`src/hw/rtl/rar_pkg.sv`:
```
// Shared widths and word types for the fraction adder with gcd reduction.
package rar_pkg;

  localparam int IN_W      = 31;             // input field width
  localparam int OUT_W     = 63;             // sum and result width
  localparam int PROD_W    = 2 * IN_W;       // one cross product
  localparam int MUL_CNT_W = $clog2(IN_W);   // multiplier bit counter
  localparam int DIV_CNT_W = $clog2(OUT_W);  // divider bit counter
  localparam int SHF_W     = $clog2(OUT_W);  // gcd common-twos count

  typedef struct packed {
    logic [IN_W-1:0] first_num;
    logic [IN_W-1:0] first_den;
    logic [IN_W-1:0] second_num;
    logic [IN_W-1:0] second_den;
  } in_word_t;

  typedef struct packed {
    logic [OUT_W-1:0] sum_num;
    logic [OUT_W-1:0] sum_den;
  } out_word_t;

endpackage

```
`src/hw/rtl/rar_mul.sv`:
```
// Bit-serial shift-add multiplier, one multiplier bit per cycle.
module rar_mul import rar_pkg::*; (
  input  logic              clk,
  input  logic              rst,
  input  logic              start,
  input  logic [IN_W-1:0]   mcand,
  input  logic [IN_W-1:0]   mplier,
  output logic              done,
  output logic [PROD_W-1:0] prod
);

  logic                 busy;
  logic [MUL_CNT_W-1:0] cnt;
  logic [PROD_W-1:0]    mc;
  logic [IN_W-1:0]      mp;

  always_ff @(posedge clk) begin
    if (rst) begin
      busy <= 1'b0;
      done <= 1'b0;
    end else begin
      done <= 1'b0;
      if (start) begin
        busy <= 1'b1;
        cnt  <= '0;
        mc   <= PROD_W'(mcand);
        mp   <= mplier;
        prod <= '0;
      end else if (busy) begin
        if (mp[0]) begin
          prod <= prod + mc;
        end
        mc  <= mc << 1;
        mp  <= mp >> 1;
        cnt <= cnt + 1'b1;
        if (cnt == MUL_CNT_W'(IN_W - 1)) begin
          busy <= 1'b0;
          done <= 1'b1;
        end
      end
    end
  end

endmodule

```
`config.mk`:
```
export PLATFORM = sky130hd
export DESIGN_NAME = rar_mul
export DESIGN_NICKNAME = d
export VERILOG_FILES = /design/src/hw/rtl/rar_pkg.sv /design/src/hw/rtl/rar_mul.sv
export SDC_FILE = /design/constraint.sdc
export NUM_CORES = 1
export LEC_CHECK = 0
export BUFFER_PORTS_ARGS = -buffer_cell sky130_fd_sc_hd__buf_2
export CAP_MARGIN = 20
export CORE_MARGIN = 5
export CORE_UTILIZATION = 40
export DETAILED_ROUTE_END_ITERATION = 8
export GPL_ROUTABILITY_DRIVEN = 0
export PLACE_DENSITY_LB_ADDON = 0.12
export SLEW_MARGIN = 5
export SYNTH_ARGS = -nofsm -noshare
export SYNTH_HDL_FRONTEND = slang
export SYNTH_SLANG_ARGS = --single-unit
```
`constraint.sdc`:
```
create_clock -name clk -period 6.6 [get_ports clk]
set_clock_uncertainty 0.05 [all_clocks]
set_input_delay 1.32 -clock clk [delete_from_list [all_inputs] [get_ports clk]]
set_output_delay 1.32 -clock clk [all_outputs]
set_load 0.03 [all_outputs]
```
==> flow_metrics.tcl <==
set metrics [dict create \
    fillerInstances 2421 \
    mappedNetlistArea_mm2 0.0102 \
    dpl-instance-area_mm2 0.0112 \
    detail_route.iter0.violations 509 \
    grt-ovfl-total 0 \
    num_rows 58 \
    leakage_nw 4.68 \
    first_global_vias 7643 \
    worstSetupStartpointType "flop" \
    root_buffer_selected_by_cts "sky130_fd_sc_hd__clkbuf_16" \
    cts_max_level 4 \
    max_slew.worst_pin.slew_ns 0.858 \
    numCtsBuffers 17 \
    post_synth_main_area_contributors "sky130_fd_sc_hd__edfxtp_1 47%, sky130_fd_sc_hd__ha_1 7.7%, sky130_fd_sc_hd__mux2_2 6.9%" \
    critical_path.endpoint_type "flop" \
    ys_seq_elements 162 \
    die_h_um 170 \
    synth_top_cell_area_share 0.469 \
    routed_wl_um 24900 \
    relative_slew_slack 0.426 \
    reg2reg_depth 11 \
    routed_via_density 5.41 \
    worst-r2r-setup-slack_ns 3.06 \
    cp_max_fo 5 \
    timing.rr.end "prod[60]" \
    portion_of_the_post_synthesis_area_used_by_sequential_elements 0.473 \
    layout_min_cycle_time_ns 3.54 \
    status "finished clean" \
    p_per_area_mw_per_mm2 264 \
    drt_first_pass_iters 5 \
    drv.max_cap_violation_count 0 \
    initial_core_util 0.406 \
    maximum_vdd_ir_drop_mv 0.196 \
    areaGrowthSynthToFinish_pct 15.2 \
    numClockSinks 162 \
    core_region_area_mm2 0.0252 \
    cts.clk_slew.worst_paths_ns 0.08 \
    yosys-top-cells-count "160 x sky130_fd_sc_hd__edfxtp_1, 90 x sky130_fd_sc_hd__nor2_1, 79 x sky130_fd_sc_hd__a21oi_1" \
    critPathLaunch "prod[0]" \
    grt_first_pass_wirelength_um 40200 \
    proportion_of_layout_cells_with_a_drive_suffix_above_1 0.244 \
    drv_slew 0 \
    placement.io_buffers 127 \
    tritoncts_clock_tree "done" \
    arrival_ns 3.67 \
    setup_total_negative_slack_ns 0 \
    floorplan.die.width_um 170 \
    synthesis.instances 940 \
    final_hold_viol_count 0 \
    post_cts_resize_count 0 \
    yosysWarningCount 0 \
    fin_area_mm2 0.0118 \
    ys_async_sr_fraction 0 \
    max-clock-path-buffers 2 \
    detailed_placement_hpwl_um 18000 \
    grt_max_degree 71 \
    hold_buffers 0 \
    initial_antenna_violation_count 0 \
    i_o_pin_cnt 128 \
    grt_setup_unrepaired "false" \
    worst_r2r_startpoint "prod[0]" \
    fp.dieArea_mm2 0.0289 \
    ant_nets 0 \
    ys.flop_type "sky130_fd_sc_hd__edfxtp_1" \
    synth_area_per_cell_um2 10.9 \
    synthMostInstantiatedCell "sky130_fd_sc_hd__edfxtp_1" \
    routed_wire_length_per_instance_um 17.9 \
    hold_path.class "reg -> reg" \
    drt_drc_violations_left 0 \
    min_period_over_period 0.536 \
    post_synth_num_cell_types 83 \
    net_count_reported_at_finish 1178 \
    routed-via-count 7537 \
    synth_edf_count 160 \
    max_clock_freq_mhz 283 \
    cts_post_setup_buffers_inserted 0 \
    n_antenna_cell 0 \
    setup_viol_count_final 0 \
    grt_usage 0.173 \
    clock_latency_ns 0.44 \
    synth_area_leader_cell "sky130_fd_sc_hd__edfxtp_1" \
    worst_setup_path_endpoint "prod[60]" \
    setup.worst_path.class "reg -> reg" \
    worst-endpoint-required_ns 6.73 \
    postSynthNetCount 1069 \
]
==> where the power goes <==
part,leakage [nW],internal [W],switching [W],total (W)
combinational,2.83,0.000304,0.000494,0.000798
clock,0.292,0.000546,0.000494,0.00104
sequential,1.56,0.00124,0.0000418,0.00128
total,4.68,0.00209,0.00103,0.00312
==> how the worst min path moves through the flow <==
stage | start | endpoint | slack [ns] | cells after the start
final | busy | done | 0.43 | 1
after global routing | busy | done | 0.46 | 1
after CTS | busy | done | 0.45 | 1
after detailed placement | busy | done | 0.43 | 1
after global placement | busy | done | 0.45 | 1
after floorplan | busy | done | 0.42 | 1
==> layer usage <==
metal,vias to the layer above,wire [um],global-route usage
met2,150,11200,0.270
met5,-,0,0
li1,3738,-,-
met4,0,261,0.0392
met3,15,1370,0.0409
met1,3634,12100,0.246
==> through the flow <==
stage               power, W  hold slack [ns]  cells   util  setup WS (ns)
floorplan            0.00190            0.416    940      -           1.22
global placement     0.00210            0.445   1360  0.444           2.97
detailed placement   0.00210            0.432   1360  0.444           2.95
CTS                  0.00315            0.447   1392  0.468           3.00
global route         0.00328            0.462   1392  0.468           2.76
finish               0.00312            0.434   1392  0.468           3.06
==> cell usage in the layout, fill, tap and decap left out, types with 16 or more instances in the layout <==
master and count:
sky130_fd_sc_hd__a21o_1 32, sky130_fd_sc_hd__a21oi_1 79, sky130_fd_sc_hd__buf_2 126, sky130_fd_sc_hd__clkbuf_16 17, sky130_fd_sc_hd__edfxtp_1 160, sky130_fd_sc_hd__ha_1 63, sky130_fd_sc_hd__inv_1 20, sky130_fd_sc_hd__mux2_2 63
sky130_fd_sc_hd__nand2_1 60, sky130_fd_sc_hd__nand3_1 19, sky130_fd_sc_hd__nor2_1 88, sky130_fd_sc_hd__nor2b_1 44, sky130_fd_sc_hd__nor3_1 16, sky130_fd_sc_hd__o21ai_0 41, sky130_fd_sc_hd__xnor2_1 23, sky130_fd_sc_hd__xor2_1 18
==> area by class of cell <==
| type | count | area, um^2 | area share |
|---|---|---|---|
| multi-input cells | 717 | 5160 | 0.438 |
| flip-flops and latches | 162 | 4840 | 0.411 |
| repair buffers | 131 | 684 | 0.0581 |
| clock buffers | 17 | 425 | 0.0361 |
| well taps | 330 | 413 | 0.0350 |
| clock inverters | 15 | 188 | 0.0159 |
| inverters | 20 | 75.1 | 0.00637 |
==> cells by family after synthesis <==
logic type                 synth area share
muxes                                0.0741
and+or+nand+nor                       0.150
xor gates and xnor gates             0.0351
adders and majority gates            0.0790
DFF                                   0.473
AOI/OAI and AO/OA                     0.165
buffers and inverters                0.0241
==> sequential cells by signal, summed over array words and instances, names as in the netlist <==
register / flops
done: 1
prod: 62
mc: 62
busy: 1
cnt: 5
mp: 31
==> critical path, stage by stage (launching register included) <==
cell and delay [ns]:
sky130_fd_sc_hd__edfxtp_1 0.35, sky130_fd_sc_hd__ha_1 0.17, sky130_fd_sc_hd__inv_1 0.06, sky130_fd_sc_hd__fa_1 0.37, sky130_fd_sc_hd__and2b_2 0.25, sky130_fd_sc_hd__o2111ai_2 0.16, sky130_fd_sc_hd__a2111oi_4 0.50, sky130_fd_sc_hd__o21ai_2 0.16
sky130_fd_sc_hd__a211oi_4 0.31, sky130_fd_sc_hd__o221ai_2 0.27, sky130_fd_sc_hd__o21ai_0 0.28, sky130_fd_sc_hd__mux2_2 0.36
(Power assumes the default switching activity.)
