<file path="config.mk">
export PLATFORM = sky130hd
export DESIGN_NAME = rar_div
export DESIGN_NICKNAME = d
export VERILOG_FILES = /design/src/hw/rtl/rar_pkg.sv /design/src/hw/rtl/rar_div.sv
export SDC_FILE = /design/constraint.sdc
export NUM_CORES = 1
export LEC_CHECK = 0
export ABC_AREA = 1
export BUFFER_PORTS_ARGS = -buffer_cell sky130_fd_sc_hd__buf_2
export CORE_MARGIN = 3
export CORE_UTILIZATION = 25
export CTS_BUF_LIST = sky130_fd_sc_hd__clkbuf_4
export CTS_CLUSTER_SIZE = 28
export DETAILED_ROUTE_END_ITERATION = 8
export GPL_TIMING_DRIVEN = 0
export SYNTH_ARGS = -nofsm -noshare
export SYNTH_HDL_FRONTEND = slang
export SYNTH_SLANG_ARGS = --single-unit
export TNS_END_PERCENT = 10
</file>
<file path="constraint.sdc">
create_clock -name clk -period 21.5 [get_ports clk]
set_input_delay 3.225 -clock clk [delete_from_list [all_inputs] [get_ports clk]]
set_output_delay 3.225 -clock clk [all_outputs]
set_load 0.02 [all_outputs]
</file>
<file path="src/hw/rtl/rar_pkg.sv">
// Shared widths and word types for the fraction adder with gcd reduction.
package rar_pkg;

  localparam int IN_W      = 31;             // input field width
  localparam int OUT_W     = 63;             // sum and result width
  localparam int PROD_W    = 2 * IN_W;       // one cross product
  localparam int MUL_CNT_W = $clog2(IN_W);   // multiplier bit counter
  localparam int DIV_CNT_W = $clog2(OUT_W);  // divider bit counter
  localparam int SHF_W     = $clog2(OUT_W);  // gcd common-twos count

  typedef struct packed {
    logic [IN_W-1:0] first_num;
    logic [IN_W-1:0] first_den;
    logic [IN_W-1:0] second_num;
    logic [IN_W-1:0] second_den;
  } in_word_t;

  typedef struct packed {
    logic [OUT_W-1:0] sum_num;
    logic [OUT_W-1:0] sum_den;
  } out_word_t;

endpackage

</file>
<file path="src/hw/rtl/rar_div.sv">
// Restoring divider, one quotient bit per cycle, MSB first.
module rar_div import rar_pkg::*; (
  input  logic             clk,
  input  logic             rst,
  input  logic             start,
  input  logic [OUT_W-1:0] dividend,
  input  logic [OUT_W-1:0] divisor,
  output logic             done,
  output logic [OUT_W-1:0] quot
);

  logic                 busy;
  logic [DIV_CNT_W-1:0] cnt;
  logic [OUT_W-1:0]     rem;
  logic [OUT_W-1:0]     dsr;
  logic [OUT_W:0]       trial;
  logic                 fits;

  // quot shifts dividend bits out at the top and quotient bits in at the bottom
  assign trial = {rem, quot[OUT_W-1]};
  assign fits  = (trial >= {1'b0, dsr});

  always_ff @(posedge clk) begin
    if (rst) begin
      busy <= 1'b0;
      done <= 1'b0;
    end else begin
      done <= 1'b0;
      if (start) begin
        busy <= 1'b1;
        cnt  <= '0;
        rem  <= '0;
        dsr  <= divisor;
        quot <= dividend;
      end else if (busy) begin
        rem  <= fits ? OUT_W'(trial - {1'b0, dsr}) : trial[OUT_W-1:0];
        quot <= {quot[OUT_W-2:0], fits};
        cnt  <= cnt + 1'b1;
        if (cnt == DIV_CNT_W'(OUT_W - 1)) begin
          busy <= 1'b0;
          done <= 1'b1;
        end
      end
    end
  end

endmodule

</file>
==> PnR_summary.wiki <==
{| class="wikitable"
! Metric !! Value
|-
| Simple-gate share of the synthesized area || 0.3449
|-
| DP Worst Slack || 15.70 ns
|-
| Post-route clock period utilization || 0.2307
|-
| Clock tree from TritonCTS || done
|-
| Number of cell instances on the worst register-to-register path || 18
|-
| Setup repair after global routing missed its margin || no
|-
| Arrival time reported for the critical path endpoint || 5.44 ns
|-
| Number of instances in the synthesized netlist || 2065
|-
| Clock insertion delay at the later pin of the skew report || 0.79 ns
|-
| Post-route minimum period || 4.959 ns
|-
| Yosys warns || 0
|-
| Net total in the final layout || 2477
|-
| Worst-path clk slew || 0.20 ns
|-
| Setup-failing EPs final || 0
|-
| Initial Utilization || 0.2542
|-
| Global router's overall resource usage || 0.1500
|-
| Worst-Margin Slew || 0.8553 ns
|-
| DRT Wirelength || 44.15 mm
|-
| Status || complete, no violations
|-
| Setup Total Neg Slack || 0 ns
|-
| Slowest stage cell on the critical path || a21oi_4
|-
| Dpl hpwl || 36.07 mm
|-
| Sequential element share of the synthesized area || 0.4185
|-
| Clock buffer count from CTS || 17
|-
| Post-cts sizing count || 0
|-
| Post-synthesis compound-gate area fraction || 0.03064
|-
| Detailed Routing Iterations Pass 1 || 5
|-
| Critical setup path kind || input port to flip-flop
|-
| Class of the tightest hold or removal check || flip-flop to flip-flop
|-
| Hold-fix buffers, CTS || 0
|-
| Count of buffers added by post-CTS timing repair for setup || 0
|-
| Overall die width || 243.4 um
|-
| Critical register-to-register path startpoint || quot[62]$_DFFE_PP_
|-
| Lkg Pwr || 8.863 nW
|-
| Buffers and inverters on the worst path || 5
|-
| # IOs || 193
|-
| Final worst slack || 16.54 ns
|-
| Final hold violation count || 0
|-
| Endpoint of the worst-slack reg-to-reg timing path || rem[55]$_SDFFCE_PP0P_
|-
| Antenna violations before repair || 10
|-
| ANT nets after route || 0
|-
| Site Rows || 86
|-
| Wire length per cell after detailed routing || 14.48 um
|-
| Mean post-synth cell area || 6.821 um^2
|-
| Maximum net fanout on the critical path || 27
|-
| Worst slew margin relative to its limit || 0.4285
|-
| HP Start || busy$_SDFF_PP0_
|-
| Top library cells by usage in the layout, fill and taps aside || 889 x nand2_1, 425 x inv_1, 206 x nor2_1
|-
| Unique cell type count in the Yosys netlist || 36
|-
| Port-buffer cells || 191
|-
| Most frequent standard cell in the layout excluding fill and tap cells || nand2_1
|-
| Combinational family with the most area after synthesis || simple AND/OR/NAND/NOR gates
|-
| Full die area || 59230 um^2
|-
| Vias in the first global route || 12284
|-
| Largest net degree at the start of global routing || 32
|-
| Fraction of final layout cells with drive strength greater than 1 || 0.1172
|-
| Cell area after synthesis || 14090 um^2
|-
| Library cell occupying the most area in the post-synthesis netlist || edfxtp_1
|-
| Clk_skew || 0.03624 ns
|-
| Required time of the critical path || 21.98 ns
|-
| Synth Register Bits || 197
|-
| Pins over their slew limit || 0
|-
| CTS Buffer Depth || 2
|-
| Y dimension of the die || 243.4 um
|-
| Placeable core region || 55420 um^2
|-
| Register-to-Register Setup Slack || 18.26 ns
|-
| Multiplexer fraction of the synthesized cell area || 0
|-
| Clock root buffer master || clkbuf_4
|-
| Number of nets in the synthesized netlist || 2260
|-
| Share of Yosys cell area claimed by the top area cell type || 0.4157
|-
| Synthesized-area fraction occupied by xor and xnor cells || 0.01990
|-
| Element type at the critical path start || input port
|-
| Worst IR drop on VDD || 0.04581 mV
|-
| Total global routing overflow || 0
|-
| Peak Freq || 201.6 MHz
|-
| Total number of vias || 12803
|-
| Number of remaining DRC errors || 0
|-
| Ordered cell list for the critical path || clkbuf_1 -> inv_1 -> clkbuf_1 -> a21oi_4 -> buf_12 -> buf_12
|-
| Hold endpoint || done$_SDFF_PP0_
|-
| Synth top area cells || edfxtp_1 42%, nand2_1 24%, inv_1 11%, ha_1 5.8%, nor2_1 5.5%
|-
| Growth of design area from synthesis to finish || 16.97%
|-
| Synth Area in Adders || 0.05916
|-
| Average via count per standard cell || 4.200
|-
| Power per cell area || 66.57 nW/um^2
|-
| RePlAce Congestion || 0.9296
|-
| Max-capacitance violation count || 0
|-
| Initial detailed-routing violation count || 752
|-
| First-pass GRT wire length || 68.19 mm
|-
| Largest stage delay, worst path || 0.79 ns
|-
| Clock sink total || 197
|-
| Level count of the clock H-tree || 4
|-
| Worst hold path cell count || 2
|-
| CP endpoint kind || flip-flop
|-
| Family with the most delay on the worst path || buffers and inverters
|}
[sequential cells by signal, indices dropped and copies added (netlist names)]
register / flops
done: 1
rem: 63
busy: 1
cnt: 6
dsr: 63
quot: 63
[worst min-delay path: stages (launching register included)]
cell and delay (ns):
dfxtp_1 0.35, inv_1 0.11, nor4_1 0.07
[metal layers]
| layer | share of wire | global-route usage | up-vias |
|---|---|---|---|
| met3 | 0.073 | 0.04226 | 52 |
| met1 | 0.46 | 0.1948 | 5686 |
| met4 | 0.017 | 0.04376 | 12 |
| li1 | - | - | 6706 |
| met2 | 0.45 | 0.2429 | 347 |
| met5 | 0.0019 | 0 | - |
[metrics by stage]
step	cells	hold slack, ns	utilization	total power, mW	cell area [um^2]
6_report	3048	0.5414	0.2973	1.097	16480
2_1_floorplan	2065	0.4209	-	0.7562	14090
5_1_grt	3047	0.5866	0.2973	1.180	16470
3_5_place_dp	3011	0.5200	0.2915	0.8763	16150
3_3_place_gp	3004	0.4373	0.2883	0.8776	15980
4_1_cts	3043	0.5426	0.2971	1.109	16460
[logic make-up after synthesis]
logic type	after synthesis
and+or+nand+nor	1221
xor gates and xnor gates	32
adders and majority gates	66
buffers and inverters	465
AOI/OAI and AO/OA	84
DFF	197
[synth_stat cells]
master,n
buf_8,1
nor3_1,11
nor2_1,207
nor2_4,2
clkbuf_1,16
buf_6,1
clkinv_1,1
and2_1,3
nand2_2,5
inv_2,5
nand2_1,889
nand2_8,1
nand3_2,2
a21oi_2,1
o21a_1,2
a21oi_1,41
fa_1,1
nand3_1,61
inv_1,425
nor4_1,3
xor2_1,29
o21ai_1,1
buf_1,6
nand4_1,20
o21bai_1,1
xnor2_1,3
buf_2,6
nand3b_1,8
edfxtp_1,195
buf_4,4
o21ai_0,38
dfxtp_1,2
nor2_2,7
nand2_4,1
nor4_2,1
ha_1,65
[power by group]
group / leakage [nW] / internal [mW] / switching (mW)
logic: 6.81 / 0.127 / 0.265
clock network: 0.164 / 0.0645 / 0.160
registers: 1.89 / 0.464 / 0.0151
total: 8.86 / 0.656 / 0.441
[cell type report]
type / count / area (um^2)
fill: 6286 / 38940
multi-input combinational: 1403 / 6422
sequential: 197 / 5896
inverter: 431 / 1618
timing repair buffer: 198 / 1111
tap: 748 / 935.9
clock inverter: 15 / 185.2
buffer: 34 / 168.9
clock buffer: 17 / 127.6
antenna: 5 / 12.51
[how the worst max path moves through the flow]
stage               depth (start not counted)  start                     to
CTS                                         6  start  rem[39]$_SDFFCE_PP0P_
floorplan                                   4  start   cnt[0]$_SDFFCE_PP0P_
finish                                      6  start  rem[39]$_SDFFCE_PP0P_
detailed placement                          6  start  rem[33]$_SDFFCE_PP0P_
global placement                            4  start  rem[18]$_SDFFCE_PP0P_
global route                                6  start  rem[39]$_SDFFCE_PP0P_
Note: power is estimated with default switching activity, not from simulation.
