### src/hw/rtl/rar_pkg.sv
// Shared widths and word types for the fraction adder with gcd reduction.
package rar_pkg;

  localparam int IN_W      = 31;             // input field width
  localparam int OUT_W     = 63;             // sum and result width
  localparam int PROD_W    = 2 * IN_W;       // one cross product
  localparam int MUL_CNT_W = $clog2(IN_W);   // multiplier bit counter
  localparam int DIV_CNT_W = $clog2(OUT_W);  // divider bit counter
  localparam int SHF_W     = $clog2(OUT_W);  // gcd common-twos count

  typedef struct packed {
    logic [IN_W-1:0] first_num;
    logic [IN_W-1:0] first_den;
    logic [IN_W-1:0] second_num;
    logic [IN_W-1:0] second_den;
  } in_word_t;

  typedef struct packed {
    logic [OUT_W-1:0] sum_num;
    logic [OUT_W-1:0] sum_den;
  } out_word_t;

endpackage

### src/hw/rtl/rar_gcd.sv
// Binary gcd: one shift or one subtract-and-shift per cycle.
module rar_gcd import rar_pkg::*; (
  input  logic             clk,
  input  logic             rst,
  input  logic             start,
  input  logic [OUT_W-1:0] x,
  input  logic [OUT_W-1:0] y,
  output logic             done,
  output logic [OUT_W-1:0] g
);

  logic             busy;
  logic [OUT_W-1:0] a;
  logic [OUT_W-1:0] b;
  logic [SHF_W-1:0] k;
  logic [OUT_W:0]   diff;

  // borrow bit set means a < b
  assign diff = {1'b0, a} - {1'b0, b};

  always_ff @(posedge clk) begin
    if (rst) begin
      busy <= 1'b0;
      done <= 1'b0;
    end else begin
      done <= 1'b0;
      if (start) begin
        busy <= 1'b1;
        a    <= x;
        b    <= y;
        k    <= '0;
      end else if (busy) begin
        priority if (a == '0 || b == '0) begin
          g    <= (a | b) << k;
          busy <= 1'b0;
          done <= 1'b1;
        end else if (!a[0] && !b[0]) begin
          a <= a >> 1;
          b <= b >> 1;
          k <= k + 1'b1;
        end else if (!a[0]) begin
          a <= a >> 1;
        end else if (!b[0]) begin
          b <= b >> 1;
        end else if (!diff[OUT_W]) begin
          a <= diff[OUT_W-1:0] >> 1;
        end else begin
          b <= (b - a) >> 1;
        end
      end
    end
  end

endmodule

### config.mk
export PLATFORM = sky130hd
export DESIGN_NAME = rar_gcd
export DESIGN_NICKNAME = d
export VERILOG_FILES = /design/src/hw/rtl/rar_pkg.sv /design/src/hw/rtl/rar_gcd.sv
export SDC_FILE = /design/constraint.sdc
export NUM_CORES = 1
export LEC_CHECK = 0
export BUFFER_PORTS_ARGS = -buffer_cell sky130_fd_sc_hd__clkbuf_2
export CELL_PAD_IN_SITES_DETAIL_PLACEMENT = 1
export CELL_PAD_IN_SITES_GLOBAL_PLACEMENT = 1
export CORE_MARGIN = 4
export CORE_UTILIZATION = 47
export DETAILED_ROUTE_END_ITERATION = 12
export GPL_ROUTABILITY_DRIVEN = 1
export PLACE_DENSITY = 0.94
export SLEW_MARGIN = 25
export SYNTH_ARGS = -nofsm -noshare
export SYNTH_HDL_FRONTEND = slang
export SYNTH_SLANG_ARGS = --single-unit
### constraint.sdc
create_clock -name clk -period 9.1 [get_ports clk]
set_input_delay 1.365 -clock clk [delete_from_list [all_inputs] [get_ports clk]]
set_output_delay 1.365 -clock clk [all_outputs]
set_load 0.02 [all_outputs]
==> results.py <==
metrics = {
    "run_status": {
        "outcome": "completed",
    },
    "placed_design": {
        "dpl.hpwl_mm": 78.0,
        "gp_congestion": 1.07,
        "port_buffers": 192,
        "dp.cells": 3120,
    },
    "logic_synthesis": {
        "ys_ff_latch": 197,
        "synth_area_leaders": "edfxtp_1 28%, ha_1 11%, a21oi_1 6.3%",
        "syn_inst": 2474,
        "synth_warnings": 0,
        "synth-edff-count": 195,
        "ys_async_sr_fraction": 0,
        "syn-num-nets": 2791,
        "seq_area_frac_synth": 0.283,
        "synth_top_area_share": 0.281,
        "yosysUniqueCellTypes": 79,
        "avgSynthCellArea_um2": 8.41,
        "synth-main-ff-cell": "edfxtp_1",
        "yosysTopAreaCell": "edfxtp_1",
        "synth_area_um2": 20800,
    },
    "setup_path": {
        "end_kind": "register",
        "critPathCapture": "b[53]",
        "crit_type": "reg2reg",
        "cp.depth": 13,
        "crit_fanout": 8,
        "slowest_delay_ns": 0.73,
        "worst_r2r_path_depth": 13,
        "r2r_start": "a[4]",
        "r2r-end": "b[53]",
        "crit_buf_inv": 1,
        "crit_family": "compound AO/OA/AOI/OAI gates",
        "cp_data_arrival_time_ns": 5.65,
        "crit_start": "a[4]",
        "slowest_stage": "a31oi_1",
        "cp_common_cell": "a31oi_1",
        "ff2ff_setup_slack_ns": 3.71,
        "critPathRequiredTime_ns": 9.35,
        "worstPathCellList": "inv_1 -> ha_1 -> nor2_1 -> a211oi_1 -> o21bai_1 -> a32oi_1 -> a31oi_1 -> a31oi_1 -> or3_1 -> a311oi_1 -> nor3_1 -> xnor2_1 -> o21ai_0",
        "cp-start-kind": "register",
    },
    "timing": {
        "slew_violations": 0,
        "min_period_over_period": 0.593,
        "setup_viol": 0,
        "finalClockSkew_ns": 0.0188,
        "fin_tns_setup_ns": 0,
        "finalHoldViolCount": 0,
        "fmax_mhz": 185,
        "slew_headroom": 0.189,
        "period_needed_ns": 5.39,
        "grt_setup_unrepaired": "false",
        "worst-slew-pin-transition_ns": 1.21,
    },
    "grt": {
        "grt_max_degree": 171,
        "grt_pass1_vias": 21400,
        "grt_overflow": 0,
        "antenna_found_initial": 1,
        "grt_use_total": 0.412,
        "grt_first_pass_wirelength_mm": 144,
    },
    "cts": {
        "cts_tree": "built",
        "insertion_delay_ns": 0.52,
        "clockRootBuffer": "clkbuf_16",
        "postCtsSetupBuffers": 0,
        "numCtsBuffers": 17,
        "cts-hold-fix-buffers": 0,
        "clockBufferDepth": 2,
        "post_cts_resized": 0,
        "h-tree-depth": 4,
        "clkTransAtPathRegs_ns": 0.09,
        "clock-sinks": 197,
    },
    "routing": {
        "via_per_inst": 6.70,
        "dr_total_vias": 21100,
        "ant_nets": 0,
        "drc": 0,
        "first_pass_iters": 6,
        "wl_mm": 99.8,
        "drt-initial-drc-count": 2778,
        "routedWlPerCell_um": 31.6,
    },
    "hold_path": {
        "hp-class": "reg2reg",
    },
    "power": {
        "p_leak_nw": 9.22,
        "ir_drop_v": 0.000158,
        "power.density_nw_per_um2": 159,
    },
    "floorplan": {
        "fp.coreArea_um2": 43500,
        "num_rows": 76,
        "ios": 193,
        "die_h_um": 218,
        "die-area_um2": 47700,
        "die_w_um": 218,
        "start_util": 0.479,
    },
    "finish": {
        "final_util": 0.523,
        "seqCellArea_um2": 5900,
        "nFillCells": 5239,
        "finalNetCount": 2872,
        "syn_to_final_growth_pct": 9.21,
        "drive_above_1_share": 0.151,
        "final_cell_count_no_fill": 3155,
        "multi_input_area_um2": 13400,
    },
    "job": {
        "maxCapViolCount": 0,
    },
}
## synth_stat cells (7+ instances only)
| cell | instances |
|---|---|
| ha_1 | 186 |
| o21ai_2 | 8 |
| nand3_1 | 22 |
| mux2i_1 | 58 |
| a221oi_1 | 36 |
| o21bai_1 | 54 |
| inv_1 | 221 |
| o211ai_1 | 9 |
| mux2_2 | 43 |
| a31oi_1 | 16 |
| a21o_1 | 11 |
| nor4_1 | 62 |
| o21a_1 | 8 |
| o21ai_1 | 16 |
| a211oi_1 | 18 |
| o31ai_1 | 38 |
| clkbuf_1 | 101 |
| nor2_1 | 180 |
| o21ai_0 | 178 |
| nand2b_1 | 15 |
| or3_1 | 13 |
| a22oi_1 | 16 |
| nand2_1 | 236 |
| and2_1 | 9 |
| a21oi_1 | 261 |
| edfxtp_1 | 195 |
| o22ai_1 | 32 |
| nor2b_1 | 25 |
| a311oi_1 | 7 |
| nand4_1 | 20 |
| nor3_1 | 71 |
| buf_1 | 19 |
| mux4_2 | 47 |
| xnor2_1 | 119 |
| buf_2 | 28 |
## sequential cells by signal (all words and copies together) (netlist names)
signal and cells:
a 63, k 6, b 63, g 63, busy 1, done 1
## area by class of cell
class,count,share of cell area
antenna,3,0.000330
clock buffer,18,0.0189
inverter,230,0.0380
timing repair buffer,220,0.0541
sequential,197,0.259
tap,585,0.0322
multi-input combinational,1889,0.590
clock inverter,13,0.00666
## worst min-delay path by stage
stage / start / end / slack (ns) / cells after the start
detailed placement: busy / done / 0.49 / 1
floorplan: busy / done / 0.46 / 1
CTS: busy / done / 0.50 / 1
global placement: busy / done / 0.47 / 1
global route: busy / done / 0.53 / 1
finish: busy / done / 0.51 / 1
## kinds of logic after synthesis
group / Yosys count / synth area share
compound gates: 749 / 0.223
xor+xnor: 125 / 0.0526
fa+ha+maj: 188 / 0.114
buf+inv: 388 / 0.0736
flops: 197 / 0.283
mux: 148 / 0.102
simple gates: 679 / 0.152
## through the flow
stage | total power [mW] | hold WS [ns] | area (µm²) | worst slack (ns)
2_1_floorplan | 2.16 | 0.461 | 20800 | 1.98
3_3_place_gp | 2.68 | 0.474 | 22100 | 3.76
3_5_place_dp | 2.71 | 0.491 | 22100 | 3.98
4_1_cts | 3.53 | 0.503 | 22700 | 3.96
5_1_grt | 3.72 | 0.530 | 22700 | 3.64
6_report | 3.60 | 0.507 | 22700 | 3.71
## routing by layer
metal  up-vias  wire, µm  GRT usage
met5         -         0          0
met4         0      6400      0.231
met3       282      9640     0.0944
met2      1268     43600      0.629
met1     10500     40200      0.539
li1       9120         -          -
## layout by cell type (no fill, tap or decap), types with 7 or more instances in the layout
cell type,n
o21a_1,8
o21bai_1,54
a22oi_1,16
nor2_1,178
mux4_2,47
a221oi_1,36
o22ai_1,32
nor4_1,62
o21ai_1,17
a21o_1,11
xnor2_1,119
o21ai_0,177
nand4_1,20
inv_1,221
edfxtp_1,195
nor3_1,71
clkbuf_2,191
a31oi_1,16
ha_1,186
a211oi_1,18
a21oi_1,260
mux2i_1,58
o211ai_1,9
nand2b_1,15
o31ai_1,38
nor2b_1,25
and2_1,8
nand3_1,22
clkbuf_16,17
buf_4,25
or3_1,13
o21ai_2,8
mux2_2,43
a311oi_1,7
nand2_1,235
## worst reg2reg max path: cells and delay by family (launching register included)
kind,cells,cell delay (ns)
buf+inv,1,0.14
fa+ha+maj,1,0.43
simple gates,3,0.91
flops,1,0.61
compound gates,7,2.86
xor+xnor,1,0.19
## power breakdown
group | switching [mW] | total [mW] | internal [mW]
clock network | 0.418 | 0.826 | 0.408
logic | 1.08 | 1.62 | 0.544
registers | 0.0754 | 1.15 | 1.08
total | 1.57 | 3.60 | 2.03
(Power assumes the default switching activity.)
